--- src/werc_pkg.sv ---
package werc_pkg;

	// Ring depths.
	localparam int MAX_WINDOW   = 4096;
	localparam int MAX_LOOKBACK = 1024;
	localparam int MEAN_DEPTH   = MAX_WINDOW + MAX_LOOKBACK;
	localparam int BAR_AW       = $clog2(MAX_WINDOW);
	localparam int MEAN_AW      = $clog2(MEAN_DEPTH);

	// Shared divider widths.
	localparam int DIV_W  = 65;
	localparam int DVSR_W = 64;
	localparam int CNT_W  = $clog2(DIV_W + 1);

	// Configuration register indexes.
	localparam logic [2:0] REG_WINDOW_LENGTH  = 3'd0;
	localparam logic [2:0] REG_PRICE_MODE     = 3'd1;
	localparam logic [2:0] REG_MIN_TICKS      = 3'd2;
	localparam logic [2:0] REG_TICK_SIZE      = 3'd3;
	localparam logic [2:0] REG_SLOPE_LOOKBACK = 3'd4;
	localparam logic [2:0] REG_TRAP_THRESHOLD = 3'd5;

	// Trapped-bar codes.
	localparam logic [1:0] TRAP_NONE   = 2'd0;
	localparam logic [1:0] TRAP_SHORTS = 2'd1;
	localparam logic [1:0] TRAP_LONGS  = 2'd2;

	// Score constants, Q8.8.
	localparam logic [14:0] SCORE_HALF  = 15'd12800;
	localparam logic [15:0] SCORE_FULL  = 16'd25600;
	localparam logic [15:0] SLOPE_SPAN  = 16'd51200;
	localparam logic [13:0] AUTO_BARS   = 14'd10;
	localparam logic [11:0] AUTO_RANGES = 12'd4;

	typedef struct packed {
		logic [31:0] bar_high;
		logic [31:0] bar_low;
		logic [31:0] bar_close;
		logic [31:0] ask_volume;
		logic [31:0] bid_volume;
	} bar_t;

	typedef struct packed {
		logic [14:0]        absorption_score;
		logic [14:0]        efficiency_score;
		logic signed [15:0] slope_score;
		logic               slope_rising;
		logic [1:0]         trapped_code;
		logic               warmed_up;
	} result_t;

	typedef struct packed {
		logic [31:0]        high;
		logic [31:0]        low;
		logic [31:0]        close;
		logic signed [32:0] delta;
	} bar_word_t;

	typedef struct packed {
		logic              start;
		logic [DIV_W-1:0]  dividend;
		logic [DVSR_W-1:0] divisor;
		logic [CNT_W-1:0]  nbits;
	} div_req_t;

endpackage

--- src/werc_div.sv ---
module werc_div (
	input  logic                          clk,
	input  logic                          arst_n,
	input  werc_pkg::div_req_t            req,
	output logic                          done,
	output logic [werc_pkg::DIV_W-1:0]    quotient,
	output logic [werc_pkg::DVSR_W-1:0]   remainder
);
	import werc_pkg::*;

	logic [DIV_W-1:0]  quo_q;
	logic [DVSR_W-1:0] rem_q;
	logic [CNT_W-1:0]  cnt_q;
	logic              done_q;
	logic [DVSR_W:0]   trial;
	logic [DVSR_W:0]   diff;
	logic              fits;

	// Restoring division, one quotient bit per cycle. The dividend is
	// left-aligned so that only nbits steps are spent.
	assign trial = {rem_q, quo_q[DIV_W-1]};
	assign fits  = trial >= {1'b0, req.divisor};
	assign diff  = trial - {1'b0, req.divisor};

	always_ff @(posedge clk or negedge arst_n) begin
		if (!arst_n) begin
			cnt_q  <= '0;
			done_q <= 1'b0;
		end else begin
			done_q <= 1'b0;
			if (req.start) begin
				cnt_q <= req.nbits;
			end else if (cnt_q != '0) begin
				cnt_q <= cnt_q - CNT_W'(1);
				if (cnt_q == CNT_W'(1)) begin
					done_q <= 1'b1;
				end
			end
		end
	end

	always_ff @(posedge clk) begin
		if (req.start) begin
			quo_q <= req.dividend << (CNT_W'(DIV_W) - req.nbits);
			rem_q <= '0;
		end else if (cnt_q != '0) begin
			quo_q <= {quo_q[DIV_W-2:0], fits};
			rem_q <= fits ? diff[DVSR_W-1:0] : trial[DVSR_W-1:0];
		end
	end

	assign done      = done_q;
	assign quotient  = quo_q;
	assign remainder = rem_q;

endmodule

--- config.mk ---
export PLATFORM = sky130hd
export DESIGN_NAME = werc_div
export DESIGN_NICKNAME = d
export VERILOG_FILES = /design/src/werc_pkg.sv /design/src/werc_div.sv
export SDC_FILE = /design/constraint.sdc
export NUM_CORES = 1
export LEC_CHECK = 0
export ABC_AREA = 1
export BUFFER_PORTS_ARGS = -buffer_cell sky130_fd_sc_hd__clkbuf_2
export CAP_MARGIN = 20
export CORE_AREA = 2 2 219 221
export DETAILED_ROUTE_END_ITERATION = 16
export DIE_AREA = 0 0 221 223
export HOLD_SLACK_MARGIN = 0.05
export SLEW_MARGIN = 0
export SYNTH_ARGS = -nofsm -noshare
export SYNTH_HDL_FRONTEND = slang
export SYNTH_SLANG_ARGS = --single-unit
--- constraint.sdc ---
create_clock -name clk -period 3.2 [get_ports clk]
set_input_delay 0.16 -clock clk [delete_from_list [all_inputs] [get_ports clk]]
set_output_delay 0.16 -clock clk [all_outputs]
set_load 0.03 [all_outputs]
Yosys cells after proc, flatten, opt, wreduce, memory -nomap -nowiden. Index checks and enable logic that the tools add are counted.

Flip-flop bits (word level): 137. Word-level logic and storage cells: 20. Output and inout bits: 130. Bits of input ports: 139.

Mux-type cells: 8. Equality and inequality tests: 1. $add $sub $neg: 3. Shift-type cells: 1. Order comparisons: 1. Reduce and logical (&&, ||, !) cells: 2.

Operators with widths (count): $mux W65 (2); $ge A65 B64 Y1 (1); $shl A65 B7 Y65 (1); $mux W64 (1); $sub A64 B64 Y64 (1); $mux W7 (2); $eq A7 B1 Y1 const B (1); $reduce_bool A7 Y1 (1); $sub A7 B1 Y7 const B (1); $sub A7 B7 Y7 const A (1); $mux W1 (3); $reduce_bool A2 Y1 (1).

Logic depth before layout (Yosys ltp).
Word-level depth: 4. Depth in mapped cells: 21. Gate-level depth less buffers: 18.

Least setup slack after synthesis. Ideal clock, no wire load.

Kind: reg-to-reg. From: reg cnt_q[0]. To: reg quo_q[0], in the netlist quotient[0], enable pin. Library setup time: 0.455 ns. Path slack: -0.342 ns. Data arrival time: 3.086 ns. Required time: 2.745 ns. Clock period less this slack: 3.542 ns. Buffers on the path: 1. Cell stages (with the launch flop): 11. Cells stage by stage: dfrtp_1 > inv_1 > ha_1 > inv_1 > nor2_1 > inv_1 > nor2_1 > inv_1 > nor2_2 > inv_1 > clkbuf_1.

Word-level cells in the longest chain between the ends: 2.

Ends and longest elaborated chain: start, declared (line werc_div.sv:13) `logic [CNT_W-1:0] cnt_q;`; start signal, assigned (line werc_div.sv:32) `cnt_q <= req.nbits;`; start signal, assigned (line werc_div.sv:34) `cnt_q <= cnt_q - CNT_W'(1);`; $reduce_bool A7 Y1 (line werc_div.sv:46) `end else if (cnt_q != '0) begin`; $reduce_bool A2 Y1 (no source line); end signal, assigned (line werc_div.sv:44) `quo_q <= req.dividend << (CNT_W'(DIV_W) - req.nbits);`; end signal, assigned (line werc_div.sv:47) `quo_q <= {quo_q[DIV_W-2:0], fits};`; end, declared (line werc_div.sv:11) `logic [DIV_W-1:0] quo_q;`.

No other way between the ends. A chain may end at the register's enable or synchronous reset.

Worst setup path in the final report.
From: reg quo_q[64], in the netlist quotient[64]. To: reg rem_q[32], in the netlist remainder[32].

Word-level cells in the longest chain between the ends: 2. Elaborated cells on any way between the ends: 3. Classes of those cells: add/sub (1); order compare (1); mux (1).

Ends and longest elaborated chain: $sub A64 B64 Y64 or $ge A65 B64 Y1 (tied branches) (line werc_div.sv:23, werc_div.sv:22); $mux W64 * (line werc_div.sv:48) `rem_q <= fits ? diff[DVSR_W-1:0] : trial[DVSR_W-1:0];`; end signal, assigned (line werc_div.sv:48); end, declared (line werc_div.sv:12) `logic [DVSR_W-1:0] rem_q;`.

Every way passes the cells marked *; elsewhere a longest branch is shown, timed or not.

==> reports/metrics.yaml <==
sta:
  setup_viol: 0
  slew_violations: 0
  fmax_mhz: 344.0
  slew_headroom_pct: 28.85
  min_period_over_period_pct: 90.84
  rsz0062_at_grt: "false"
  finClkSkew_ns: 0.01503
  worstMarginPinSlew_ns: 1.067
  hold_viol: 0
  period_needed_ns: 2.907
  fin_tns_setup_ns: 0
clocking:
  cts_max_level: 4
  clk_root_buffer_cell: "clkbuf_16"
  cts_buffers: 17
  insertion_delay_ns: 0.50
  cts_setup_buffers: 0
  cts_tree: "yes"
  cts.clk_slew.worst_paths_ns: 0.08
  cts.path.max_buffers: 2
  clock_sinks: 137
die:
  io_pins: 269
  fp-row-count: 80
  core_sq_um: 47150
  dieHeight_microns: 223
  die_x_microns: 221
  die-area_sq_um: 49280
  initial_core_util_pct: 34.38
setup_path:
  slowest_stage: "edfxtp_1"
  start_kind: "flip-flop"
  max_stage_delay_ns: 0.44
  crit_fanout: 5
  rr_endpoint: "remainder[32]$_SDFFE_PP0P_"
  r2r_slack_ns: 0.29
  r2r_cells: 16
  crit_path_frequent_cell: "nand2_1"
  cp.required_ns: 3.55
  r2r-start: "quotient[64]$_DFFE_PP_"
  worstSetupEndpointType: "flip-flop"
  crit_chain: "inv_1, ha_1, fa_1, inv_1, nand3_1, nand2_1, nand2_1, nand2_1, nand2_1, nand2_1, nand2_1, nand2_1, xor2_1, nand2_1, nand3_1, o21ai_1"
  path_class: "reg2reg"
  arrival_ns: 3.26
synth:
  yosys_most_used_dff: "edfxtp_1"
  yosys.cell_types.count: 46
  synth-async-reset-ratio_pct: 5.839
  syn_avg_cell_area_sq_um: 5.576
  syn_inst: 2907
  syn-num-nets: 3114
  synth-edff-count: 65
  ys_seq_elements: 137
  ys_seq_area_share_pct: 21.18
  synth_warnings: 0
  synth_area_sq_um: 16210
power_and_ir_drop:
  clockPowerShare_pct: 15.1
  seqPwrFrac_pct: 19.5
  power_density_nw_per_um2: 761.8
  leakagePower_nw: 10.55
  switchingPower_mw: 7.820
  power_frac_comb_pct: 65.4
  vdd_drop_max_mv: 0.6077
  switching_share_pct: 54.51
  internal_power_mw: 6.527
grt:
  track_usage_pct: 27.11
  grt.overflow.total: 0
  grt_pass1_vias: 18106
  grt_antenna_before_repair: 2
  grt_pass1_wl_mm: 102.8
  grt_max_degree: 81
flow_run:
  drv_cap: 0
routing:
  vias: 18728
  wl_per_cell_microns: 17.77
  drcViolationCount: 0
  wirelength_mm: 66.69
  dr.pass1.iters: 6
  dr.first_iter.drc_count: 1451
  vias_per_cell: 4.989
  ant_nets: 0
run_status:
  status: "completed"
final_layout:
  final_nets: 3332
  final_cells: 3754
  syn_to_final_growth_pct: 16.19
  drive_gt1_share_pct: 12.72
place:
  io_buffers: 268
  dp_hpwl_mm: 55.19
  placed_cells_incl_taps: 3715
  gp_congestion: 1.014
hold_path:
  min_path_type: "in2async"
## cell usage after synthesis (all sizes together), types with 28 or more instances
master	count	area, sq um
ha	67	838.3
xnor2	28	252.8
nand2	1128	4252
clkbuf	54	202.7
buf	61	380.4
o21ai	143	715.7
nand3	390	2002
inv	464	1742
nor2	168	683.1
dfxtp	64	1281
edfxtp	65	1952
a21oi	87	435.4
## routing by layer
| metal | up-vias | track usage [%] | share of wire [%] |
|---|---|---|---|
| li1 | 9610 | - | - |
| met1 | 8455 | 31.01 | 41 |
| met2 | 542 | 49.73 | 50 |
| met3 | 119 | 4.043 | 4.6 |
| met4 | 2 | 12.06 | 4.3 |
| met5 | - | 0 | 0.019 |
## worst max path at each step
| stage | from | endpoint | slack, ns | cells after the start |
|---|---|---|---|---|
| after floorplan | cnt_q[0]$_DFFE_PN0P_ | quotient[0]$_DFFE_PP_ | 0.60 | 10 |
| after global placement | quotient[64]$_DFFE_PP_ | remainder[32]$_SDFFE_PP0P_ | 0.34 | 16 |
| after detailed placement | quotient[64]$_DFFE_PP_ | remainder[60]$_SDFFE_PP0P_ | 0.37 | 17 |
| after CTS | quotient[64]$_DFFE_PP_ | remainder[60]$_SDFFE_PP0P_ | 0.33 | 17 |
| after global routing | quotient[64]$_DFFE_PP_ | remainder[32]$_SDFFE_PP0P_ | 0.08 | 16 |
| final | quotient[64]$_DFFE_PP_ | remainder[32]$_SDFFE_PP0P_ | 0.29 | 16 |
## per-stage QoR
stage | power (mW) | setup slack (ns) | hold WS, ns | util, % | cell area (sq um)
4_1_cts | 14.37 | 0.3330 | 0.06232 | 39.94 | 18830
5_1_grt | 15.57 | 0.08001 | 0.09323 | 39.94 | 18830
3_5_place_dp | 12.15 | 0.3673 | 0.05094 | 38.53 | 18160
2_1_floorplan | 9.492 | 0.5994 | -0.1356 | - | 16210
6_report | 14.35 | 0.2931 | 0.07538 | 39.95 | 18830
3_3_place_gp | 12.18 | 0.3439 | 0.04780 | 38.53 | 18160
## power by group through the flow
stage,clock [mW],sequential (mW),combinational (mW)
CTS,2.20,2.80,9.37
detailed placement,0,2.83,9.32
floorplan,0,3.63,5.86
global placement,0,2.82,9.36
finish,2.16,2.80,9.39
global route,2.25,2.87,10.4
## critical path, delay by kind of cell (launching register included)
| family | cells | cell delay (ns) |
|---|---|---|
| AND/OR/NAND/NOR | 10 | 1.25 |
| XOR/XNOR | 1 | 0.17 |
| buffers and inverters | 2 | 0.24 |
| flip-flops | 1 | 0.44 |
| AO/OA/AOI/OAI | 1 | 0.06 |
| adder cells (fa/ha/maj) | 2 | 0.62 |
## registers in the layout (all words and copies together), names as in the netlist
name and count:
remainder 64, done 1, cnt_q 7, quotient 65
## final cells by class
cell class              instances  area (sq um)
fillers                      5431         28310
repair buffers                314          1802
clock buffers                  17         425.4
diodes                          1         2.502
flip-flops and latches        137          3433
clock inverters                15         181.4
multi-input cells            2180         10440
well taps                     615         769.5
inverters                     475          1785
## kinds of logic after synthesis
| family | Yosys count | synth area share, % |
|---|---|---|
| and+or+nand+nor | 1768 | 45.98 |
| buffers and inverters | 590 | 14.60 |
| AOI/OAI and AO/OA | 295 | 10.17 |
| DFF | 137 | 21.18 |
| adders and majority gates | 68 | 5.295 |
| xor gates and xnor gates | 37 | 2.045 |
| muxes | 12 | 0.7410 |
## repair_timing
item	4_1_cts	5_1_grt
hold buffers	6	0
gates resized for setup	0	0
hold endpoints to repair	13	0
## layout by cell type (no fill, tap or decap), types with 7 or more instances in the layout
cell       instances
or2_2             17
nand3_1          380
o21bai_1          10
edfxtp_1          65
a21oi_1           87
o21ai_0          105
nand3_2           10
xor2_1             9
nor2_2             8
inv_2              9
nand2_2            7
nand4_1           21
inv_1            453
o21ai_1           38
a22o_1             8
dfrtp_1            8
dfxtp_1           64
nor3_1            17
nand2_1         1121
a22oi_1            8
buf_4             32
o211ai_1          15
buf_12             8
xnor2_1           27
mux2i_1           12
nand3b_1          20
clkbuf_2         268
ha_1              67
nor2_1           154
clkbuf_16         17
clkinv_1          12
(Power assumes the default switching activity.)
