**src/werc_ram.sv**
```systemverilog
module werc_ram #(
	parameter int WIDTH = 8,
	parameter int DEPTH = 16,
	parameter int AW    = $clog2(DEPTH)
) (
	input  logic             clk,
	input  logic             we,
	input  logic [AW-1:0]    waddr,
	input  logic [WIDTH-1:0] wdata,
	input  logic [AW-1:0]    raddr_a,
	input  logic [AW-1:0]    raddr_b,
	output logic [WIDTH-1:0] rdata_a,
	output logic [WIDTH-1:0] rdata_b
);

	logic [WIDTH-1:0] mem [DEPTH];

	always_ff @(posedge clk) begin
		if (we) begin
			mem[waddr] <= wdata;
		end
		rdata_a <= mem[raddr_a];
		rdata_b <= mem[raddr_b];
	end

endmodule

```
**config.mk**
```make
export PLATFORM = sky130hd
export DESIGN_NAME = werc_ram
export DESIGN_NICKNAME = d
export VERILOG_FILES = /design/src/werc_ram.sv
export SDC_FILE = /design/constraint.sdc
export NUM_CORES = 1
export LEC_CHECK = 0
export ABC_AREA = 0
export BUFFER_PORTS_ARGS = -buffer_cell sky130_fd_sc_hd__clkbuf_2
export CAP_MARGIN = 20
export CORE_MARGIN = 3
export CORE_UTILIZATION = 40
export DETAILED_ROUTE_END_ITERATION = 7
export PLACE_DENSITY_LB_ADDON = 0.05
export SYNTH_ARGS = -nofsm -noshare
export SYNTH_HDL_FRONTEND = slang
export SYNTH_SLANG_ARGS = --single-unit
```
**constraint.sdc**
```tcl
create_clock -name clk -period 2.15 [get_ports clk]
set_input_delay 0.3225 -clock clk [delete_from_list [all_inputs] [get_ports clk]]
set_output_delay 0.3225 -clock clk [all_outputs]
set_load 0.03 [all_outputs]
```
==> Word level (Yosys, flattened, before mapping) <==
Memories as Yosys holds them, arrays and structs flattened. A register that Yosys moved wholly into a read port is not among the register bits.
Index checks and enable logic that the tools add are counted.
{ "totals": {"ff_bits": 0, "ramBits": 128, "output_inout_bits": 16, "elab_cells": 3, "memories": 1} }
{ "op_classes": {"mux": 2} }
{ "memory_table": {"columns": ["memory", "words", "word_bits", "read_ports", "rd_clocked_by_memory_dff", "wr", "line_no", "text"], "rows": [
  ["mem", 16, 8, 2, 2, 1, "16", "logic [WIDTH-1:0] mem [DEPTH];"]
]} }
{ "op_table": {"columns": ["op", "count"], "rows": [
  ["$mux 1", 2]
]} }

==> Depth between registers and ports, before layout <==
Gate-level depths: netlist (run 1).
{ "logic_depth": {"ltp_word": 2, "ltp_mapped": 5, "ltp_nobuf": 3} }

==> Worst setup path before layout (run 1) <==
No wires, ideal clock.
{ "synth_path": {"path_kind": "input to register", "start": "in waddr[2]", "end": "mem mem[0][0] (enable)", "setup_time_ns": 0.383, "arrival_time_ns": 1.432, "required_time_ns": 1.767, "slack_ns": 0.335, "stages": 2, "path_buffers": 0, "cell_sequence": "or3b_2 nor3_1"} }
{ "synth_rtl": {"columns": ["element", "line_no", "text"], "rows": [
  ["start: declaration", "8", "input logic [AW-1:0] waddr,"],
  ["end: declaration", "16", null]
]} }
No word-level cell before the write port.

==> run_results.csv, run 1 <==
group,metric,value,unit
global_routing,grt_antenna_before_repair,0,
routing,remaining_drc_errors,0,
clocking,cts_tree,"done",
clocking,htree_levels,4,
critical_path,worstPathMaxFanout,2,
synth,synth-seq-cells,144,
die,rows,45,
power,switching_share,0.217,
global_routing,grt_max_degree,33,
sta,hold_violations,0,
synth,synth_cell_types,20,
global_routing,grt.overflow.total,0,
clocking,cts_buffer_depth,2,
routing,via_count,3344,
die,core_area,15400,sq um
finish,finalNetCount,389,
hold_path,min_from,"wdata[7]",
power,p_total,6.40,mW
sta,worst_pin_slew,0.874,ns
critical_path,r2r-start,"mem[2][0]$_DFFE_PP_",
power,ir_worst_vdd,0.546,mV
critical_path,max_stage_delay,0.60,ns
flow_run,cap_violations,0,
sta,relSlewSlack,0.416,
power,p_leak,2.57,nW
synth,ys_warn_count,0,
placement,place_inst,559,
routing,wl_per_cell,25.7,um
clocking,root_buffer,"clkbuf_16",
power,power_frac_clock,0.421,
finish,most-common-layout-cells,"128 x edfxtp_1, 37 x clkbuf_2, 34 x mux4_2",
die,num_io_pins,38,
clocking,holdBufCountCts,0,
routing,drt_iter0_drc,373,
global_routing,grt_pass1_wl,22900,um
sta,setup_violations,0,
hold_path,min_to,"mem[9][7]$_DFFE_PP_",
critical_path,crit_chain,"mux4_4, a22oi_1, nand2_1",
critical_path,critPathCaptureType,"flip-flop",
synth,syn-mean-instance-area,20.7,sq um
routing,route.antenna.remaining_nets,0,
critical_path,critical_path.startpoint,"mem[2][0]$_DFFE_PP_",
synth,synth_nets,329,
critical_path,r2r_slack,0.71,ns
sta,clock.fmax,0.695,GHz
placement,gp_congestion,0.757,
clocking,post_cts_buffers,0,
routing,viasPerCell,5.66,
sta,rsz0062_at_grt,"no",
critical_path,rr_endpoint,"rdata_a[0]$_DFF_P_",
sta,min_period_over_period,0.669,
synth,yosysSeqAreaShare,0.656,
finish,final_common_cell,"edfxtp_1",
die,start_util,0.413,
global_routing,grt_pass1_vias,3518,
placement,port_buffers,37,
critical_path,reg2reg_depth,3,
sta,period_needed,1.44,ns
power,switchingPower,1.39,mW
critical_path,critPathKind,"flip-flop to flip-flop",
synth,syn-cell-area,6350,sq um
power,intPower,5.01,mW
hold_path,hold_class,"primary input to flip-flop",
synth,synthCells,307,
power,seq_power_share,0.495,
die,die_h,132,um
critical_path,worstPathArrival,1.74,ns
run_status,status,"complete, no violations",
global_routing,grtUsageTotal,0.184,
power,p_comb_frac,0.085,
finish,area_delta_synth_final,16.9,%
clocking,path_clk_slew,0.06,ns
critical_path,crit_required,2.45,ns
finish,antenna_cells,0,
placement,hpwl,9660,um
sta,setup_tns,0,ns
sta,clock-skew-final,0.00747,ns
sta,slew_violations,0,
finish,drive_gt1_frac,0.332,
clocking,cts.sinks,144,
routing,routed_wl,15200,um
power,p_per_area,863,nW/um^2
clocking,cts-buffers-inserted,17,
die,die_area,17400,sq um
clocking,insertion_delay,0.41,ns
critical_path,start_kind,"flip-flop",
finish,layout.cells.non_filler,591,
critical_path,slowest_stage,"mux4_4",
routing,firstDrtPassIters,4,
hold_path,worstHoldPathCells,1,
die,die_w,132,um
clocking,ctsResizeCount,0,
## metrics by stage
stage / instance area, sq um / utilization / setup WS, ns / hold WS, ns
floorplan: 6350 / - / 0.335 / 0.421
global placement: 6870 / 0.447 / 0.310 / 0.669
detailed placement: 6870 / 0.447 / 0.298 / 0.688
CTS: 7420 / 0.483 / 0.670 / 0.316
global route: 7420 / 0.483 / 0.641 / 0.349
finish: 7420 / 0.483 / 0.712 / 0.320
## flip-flops by register name (all words and copies together), names as in the netlist
name     cells
mem        128
rdata_b      8
rdata_a      8
## cell families after synthesis
logic type | share of synthesized area
multiplexers | 0.244
AO/OA/AOI/OAI | 0.0379
AND/OR/NAND/NOR | 0.0343
buffers and inverters | 0.0272
flip-flops | 0.656
## metal layers
layer / wire (um) / global-route usage / up-vias
met1: 6600 / 0.253 / 1767
met5: 0 / 0 / -
met2: 7600 / 0.295 / 105
met4: 180 / 0.0496 / 0
met3: 838 / 0.0466 / 13
li1: - / - / 1459
## worst max-delay path by stage
stage                                     end  slack, ns  depth (start not counted)
after global routing       rdata_a[2]$_DFF_P_       0.64                          3
final                      rdata_a[0]$_DFF_P_       0.71                          3
after global placement     rdata_a[0]$_DFF_P_       0.31                          5
after detailed placement   rdata_a[0]$_DFF_P_       0.30                          5
after CTS                  rdata_a[0]$_DFF_P_       0.67                          3
after floorplan           mem[0][0]$_DFFE_PP_       0.33                          2
## cell type report
class | instances | area (sq um)
flip-flops and latches | 144 | 4160
clock inverters | 5 | 30.0
fillers | 1277 | 7950
clock buffers | 27 | 523
repair buffers | 61 | 428
multi-input cells | 143 | 2010
well taps | 211 | 264
## critical path: cells and delay by family, from the launching register on
kind,cells,cell delay [ns]
flops,1,0.39
simple gates,1,0.07
mux,1,0.60
compound gates,1,0.26
## cells in the mapped netlist, drive strengths merged
cell type | instances | area, sq um
nor3 | 4 | 20.0
dfxtp | 16 | 320
nand3b | 2 | 15.0
or3b | 1 | 8.76
clkdlybuf4s25 | 6 | 60.1
and2b | 2 | 15.0
a22oi | 32 | 240
nor2 | 14 | 52.6
nand3 | 1 | 5.00
buf | 14 | 113
edfxtp | 128 | 3840
nor2b | 2 | 12.5
nand2b | 2 | 12.5
and2 | 2 | 12.5
mux4 | 64 | 1550
nand2 | 17 | 63.8
## power by group through the flow
stage               Clock, mW  Sequential (mW)  Combinational (mW)
finish                   2.69             3.17               0.542
global route             2.87             3.17               0.583
CTS                      2.74             3.17               0.555
detailed placement          0             3.22               0.553
global placement            0             3.22               0.553
floorplan                   0             3.28               0.283
Power figures use the tool's default switching activity.
==> inputs of run 2 (changes only) <==
--- a/config.mk
+++ b/config.mk
@@ -5,7 +5,7 @@
 export SDC_FILE = /design/constraint.sdc
 export NUM_CORES = 1
 export LEC_CHECK = 0
-export ABC_AREA = 0
+export ABC_AREA = 1
 export BUFFER_PORTS_ARGS = -buffer_cell sky130_fd_sc_hd__clkbuf_2
 export CAP_MARGIN = 20
 export CORE_MARGIN = 3
==> constraint.sdc (replaced) <==
create_clock -name clk -period 1.3 [get_ports clk]
set_input_delay 0.195 -clock clk [delete_from_list [all_inputs] [get_ports clk]]
set_output_delay 0.195 -clock clk [all_outputs]
set_load 0.03 [all_outputs]
==> run 2 against run 1 <==
  * Via count up 81%
  * Routed wire length is 45% higher
  * Sequential share of layout area fell by 7.0 points
  * Clock power rose by 91%
  * Largest power group unchanged
  * Non-clock buffer count increased by 17
  * Clock skew up 0.0010 ns
  * Final area grew 14%
  * Setup slack got worse by 0.66 ns
  * Critical endpoint is now rdata_a[5]
==> run_results.csv, run 2 <==
group,metric,value,unit
global_routing,grt_pass1_vias,5849,
critical_path,slowest_stage,"dfxtp_1",
placement,port_buffers,37,
synth,yosysTopAreaCell,"edfxtp_1",
synth,synth.most_common_cell,"nand2_1",
synth,ys.flop_type,"edfxtp_1",
die,num_io_pins,38,
routing,viasPerCell,5.31,
routing,route.antenna.remaining_nets,0,
routing,drt_iter0_drc,726,
critical_path,worstPathMaxFanout,1,
die,rows,48,
global_routing,grt.overflow.total,0,
sta,setup_tns,0,ns
critical_path,r2r-start,"mem[3][3]$_DFFE_PP_",
global_routing,grt_max_degree,56,
finish,most-common-layout-cells,"277 x nand2_1, 225 x nand3_1, 134 x inv_1",
critical_path,critPathCaptureType,"output port",
finish,final_common_cell,"nand2_1",
global_routing,grt_pass1_wl,34100,um
critical_path,rr_endpoint,"rdata_b[3]$_DFF_P_",
synth,muxShareOfSynthArea,0,
hold_path,worstHoldPathCells,1,
flow_run,cap_violations,0,
global_routing,grt_antenna_before_repair,0,
synth,syn-mean-instance-area,8.53,sq um
routing,via_count,6039,
critical_path,reg2reg_depth,6,
finish,antenna_cells,0,
die,start_util,0.414,
synth,synthCells,851,
sta,relSlewSlack,0.683,
synth,synth_top_family_by_area,"simple AND/OR/NAND/NOR gates",
synth,synth_edf_count,128,
finish,largest_register_ff_count,128,
synth,synth_cell_types,13,
finish,area_delta_synth_final,16.7,%
hold_path,min_from,"wdata[5]",
clocking,cts-buffers-inserted,17,
sta,rsz0062_at_grt,"no",
critical_path,crit_chain,"clkbuf_4",
critical_path,r2r_slack,0.23,ns
sta,clock.fmax,0.799,GHz
routing,wl_per_cell,19.4,um
finish,fillers,1680,
routing,routed_wl,22100,um
synth,synth_xor_area_frac,0,
clocking,holdBufCountCts,0,
placement,gp_congestion,0.886,
sta,setup_violations,0,
power,p_total,11.6,mW
global_routing,grtUsageTotal,0.230,
finish,regMostFlops,"mem",
synth,yosys.area_share.simple,0.309,
synth,synth_top_area_share,0.529,
placement,place_inst,1106,
finish,multi_input_area,2240,sq um
hold_path,hold_class,"primary input to flip-flop",
finish,layout.cells.non_filler,1138,
clocking,cts_buffer_depth,2,
sta,min_period_over_period,0.963,
synth,yosysSeqAreaShare,0.574,
sta,slew_violations,0,
run_status,status,"complete, no violations",
sta,period_needed,1.25,ns
critical_path,start_kind,"flip-flop",
critical_path,cp_top_family,"flip-flops",
routing,remaining_drc_errors,0,
die,core_area,17500,sq um
finish,finalNetCount,922,
critical_path,max_stage_delay,0.40,ns
synth,synth-seq-cells,144,
sta,worst_pin_slew,0.475,ns
clocking,htree_levels,4,
critical_path,crit_required,1.11,ns
clocking,insertion_delay,0.43,ns
synth,synthArstFlopShare,0,
clocking,cts.sinks,144,
synth,synth.area.top_cells,"edfxtp_1 53%, nand3_1 16%, nand2_1 14%",
synth,ys_top_cells_by_count,"277 x nand2_1, 225 x nand3_1, 134 x inv_1",
clocking,path_clk_slew,0.06,ns
clocking,root_buffer,"clkbuf_16",
critical_path,worst-path-buf-inv,1,
routing,firstDrtPassIters,5,
clocking,post_cts_buffers,0,
die,die_h,141,um
die,die_area,19800,sq um
die,die_w,141,um
critical_path,critPathKind,"flip-flop to output port",
synth,synth_adder_area_share,0,
hold_path,min_to,"mem[13][5]$_DFFE_PP_",
synth,synth-compound-area-share,0,
placement,hpwl,14600,um
synth,syn-cell-area,7260,sq um
power,p_per_area,1370,nW/um^2
finish,drive_gt1_frac,0.123,
finish,largestRegisters,"mem: 128 flops, rdata_a: 8 flops, rdata_b: 8 flops",
synth,synth_nets,873,
critical_path,worstPathArrival,1.06,ns
power,ir_worst_vdd,0.931,mV
finish,regArea,4160,sq um
sta,clock-skew-final,0.00851,ns
sta,hold_violations,0,
clocking,cts_tree,"done",
synth,ys_warn_count,0,
power,p_leak,3.85,nW
-- run 2: cell types whose count changed after synthesis, sizes merged, moves of 3 or more --
cell and delta:
nand3 +224, a22oi -32, mux4 -64, inv +138
nor3 -4, clkbuf +3, nor2 +3, clkdlybuf4s25 -6
nand2 +260, buf +31
-- run 2: worst max-delay path by stage --
stage / startpoint / to / slack, ns / depth (start not counted)
finish: rdata_a[5]$_DFF_P_ / rdata_a[5] / 0.05 / 1
global route: rdata_a[5]$_DFF_P_ / rdata_a[5] / 0.01 / 1
CTS: rdata_a[5]$_DFF_P_ / rdata_a[5] / 0.01 / 1
detailed placement: raddr_b[0] / rdata_b[3]$_DFF_P_ / -0.03 / 7
global placement: raddr_a[0] / rdata_a[5]$_DFF_P_ / -0.03 / 8
floorplan: waddr[2] / mem[10][0]$_DFFE_PP_ / 0.15 / 2
-- run 2: logic make-up after synthesis --
| group | after synthesis |
|---|---|
| buffers and inverters | 186 |
| AND/OR/NAND/NOR | 521 |
| flip-flops | 144 |
-- run 2: report_power, final --
group          internal [mW]  switching [mW]
clock                   3.20            1.95
sequential              5.18          0.0496
combinational          0.380           0.863
total                   8.76            2.86
-- run 2: per-stage QoR --
step | hold slack [ns] | area, sq um | setup slack (ns) | util
after global routing | 0.227 | 8470 | 0.0146 | 0.483
final | 0.213 | 8470 | 0.0487 | 0.483
after detailed placement | 0.638 | 7850 | -0.0280 | 0.448
after floorplan | 0.294 | 7260 | 0.154 | -
after CTS | 0.202 | 8470 | 0.0116 | 0.483
after global placement | 0.639 | 7850 | -0.0283 | 0.448
-- run 2: cell type report --
cell class	count	area share
repair buffers	78	0.0762
clock inverters	14	0.0226
multi-input cells	521	0.265
clock buffers	18	0.0506
inverters	138	0.0611
flip-flops and latches	144	0.491
well taps	225	0.0332
-- run 2: timing repair --
item / CTS / global route
endpoints found under the hold margin: 0 / 0
gates resized for setup: 1 / 0
endpoints found under the setup margin: 1 / 0
-- run 2: per-layer routing --
layer  GRT usage  vias up  share of wire
li1            -     2840              -
met1       0.317     2883           0.44
met2       0.372      277           0.48
met3      0.0346       39          0.065
met4      0.0816        0          0.023
met5           0        -              0
==> inputs of run 3 (changes only) <==
--- a/config.mk
+++ b/config.mk
@@ -8,6 +8,8 @@
 export ABC_AREA = 1
 export BUFFER_PORTS_ARGS = -buffer_cell sky130_fd_sc_hd__clkbuf_2
 export CAP_MARGIN = 20
+export CELL_PAD_IN_SITES_DETAIL_PLACEMENT = 0
+export CELL_PAD_IN_SITES_GLOBAL_PLACEMENT = 1
 export CORE_MARGIN = 3
 export CORE_UTILIZATION = 40
 export DETAILED_ROUTE_END_ITERATION = 7
==> run 3 against run 2 <==
  * Fmax decreased by 1.0%
  * Sequential cell count unchanged
  * Core utilization increased by 0.44 points
  * Power decreased by 1.1%
  * Via count increased by 0.61%
  * Critical path depth unchanged
  * Sequential power about the same
  * Largest cell class unchanged
==> run_results.csv, run 3 (synthesis gave the netlist of run 2 again) <==
group,metric,value,unit
global_routing,grtUsageTotal,0.234,
die,die_h,141,um
die,core_area,17500,sq um
finish,drive_gt1_frac,0.133,
clocking,cts_tree,"done",
finish,most-common-layout-cells,"277 x nand2_1, 225 x nand3_1, 134 x inv_1",
routing,viasPerCell,5.28,
die,die_area,19800,sq um
power,p_per_area,1340,nW/um^2
power,intPower,8.69,mW
clocking,cts.sinks,144,
finish,regMostFlops,"mem",
sta,setup_violations,0,
clocking,cts-buffers-inserted,17,
sta,worst_pin_slew,0.440,ns
clocking,cts_buffer_depth,2,
critical_path,worstPathArrival,1.07,ns
critical_path,crit_chain,"clkbuf_4",
critical_path,crit_required,1.11,ns
global_routing,grt_pass1_vias,5894,
routing,wl_per_cell,19.5,um
sta,clock-skew-final,0.00967,ns
power,ir_worst_vdd,0.890,mV
hold_path,hold_class,"primary input to flip-flop",
sta,period_needed,1.26,ns
flow_run,cap_violations,0,
clocking,htree_levels,4,
global_routing,grt_max_degree,43,
clocking,insertion_delay,0.42,ns
placement,preCtsSetupSlack,-0.0239,ns
finish,area_delta_synth_final,17.8,%
power,p_leak,3.90,nW
sta,hold_violations,0,
placement,place_inst,1119,
finish,layout.cells.non_filler,1151,
placement,place_area,7950,sq um
power,p_comb_frac,0.110,
global_routing,grt.overflow.total,0,
routing,routed_wl,22400,um
routing,firstDrtPassIters,5,
placement,gp_congestion,0.859,
die,num_io_pins,38,
finish,largestRegisters,"mem: 128 flops, rdata_a: 8 flops, rdata_b: 8 flops",
die,rows,48,
sta,min_period_over_period,0.973,
die,die_w,141,um
placement,port_buffers,37,
critical_path,cp_top_family,"flip-flops",
routing,drt_iter0_drc,580,
finish,fin_area,8550,sq um
finish,finalNetCount,935,
clocking,root_buffer,"clkbuf_16",
routing,via_count,6076,
critical_path,critPathCaptureType,"output port",
critical_path,worstPathMaxFanout,1,
critical_path,slowest_stage,"dfxtp_1",
sta,clock.fmax,0.791,GHz
sta,setup_ws,0.0356,ns
critical_path,max_stage_delay,0.42,ns
placement,hpwl,15200,um
power,switching_share,0.244,
global_routing,grt_pass1_wl,34700,um
sta,fin_hold_ws,0.232,ns
power,power_frac_clock,0.435,
clocking,holdBufCountCts,0,
finish,largest_register_ff_count,128,
finish,antenna_cells,0,
sta,rsz0062_at_grt,"no",
power,switchingPower,2.80,mW
power,seq_power_share,0.455,
power,p_total,11.5,mW
critical_path,worst-path-buf-inv,1,
finish,fin_util,0.488,
critical_path,start_kind,"flip-flop",
routing,remaining_drc_errors,0,
run_status,status,"complete, no violations",
global_routing,grt_antenna_before_repair,0,
finish,final_common_cell,"nand2_1",
critical_path,critPathKind,"flip-flop to output port",
sta,setup_tns,0,ns
routing,route.antenna.remaining_nets,0,
sta,relSlewSlack,0.706,
clocking,path_clk_slew,0.06,ns
die,start_util,0.414,
sta,slew_violations,0,
run 3: what timing repair did:
action,in CTS,in global routing
setup endpoints to repair,0,1
resized for setup,0,2
setup buffers,0,0
run 3: power groups by stage:
stage / sequential [mW] / clock, mW / combinational, mW
6_report: 5.23 / 5.00 / 1.26
5_1_grt: 5.24 / 5.29 / 1.38
4_1_cts: 5.23 / 5.08 / 1.26
3_5_place_dp: 5.33 / 0 / 1.25
3_3_place_gp: 5.33 / 0 / 1.25
2_1_floorplan: 5.42 / 0 / 0.652
run 3: final cells by class:
cell class | count | area [sq um]
Inverter | 138 | 518
Timing Repair Buffer | 91 | 743
Fill cell | 1696 | 8980
Multi-Input combinational cell | 521 | 2240
Clock inverter | 9 | 133
Tap cell | 225 | 282
Clock buffer | 23 | 468
Sequential cell | 144 | 4160
run 3: final timing paths:
check	slack, ns	cells after the start	endpoint	startpoint
min reg2reg	0.68	6	rdata_b[3]$_DFF_P_	mem[11][3]$_DFFE_PP_
max	0.04	1	rdata_b[6]	rdata_b[6]$_DFF_P_
min	0.23	4	rdata_a[5]$_DFF_P_	raddr_a[3]
max reg2reg	0.26	6	rdata_a[2]$_DFF_P_	mem[13][2]$_DFFE_PP_
run 3: routing by layer:
| layer | track usage | vias to the layer above | routed length [um] |
|---|---|---|---|
| met4 | 0.0857 | 0 | 597 |
| met2 | 0.354 | 281 | 10100 |
| li1 | - | 2862 | - |
| met1 | 0.337 | 2896 | 10000 |
| met5 | 0 | - | 0 |
| met3 | 0.0424 | 37 | 1760 |
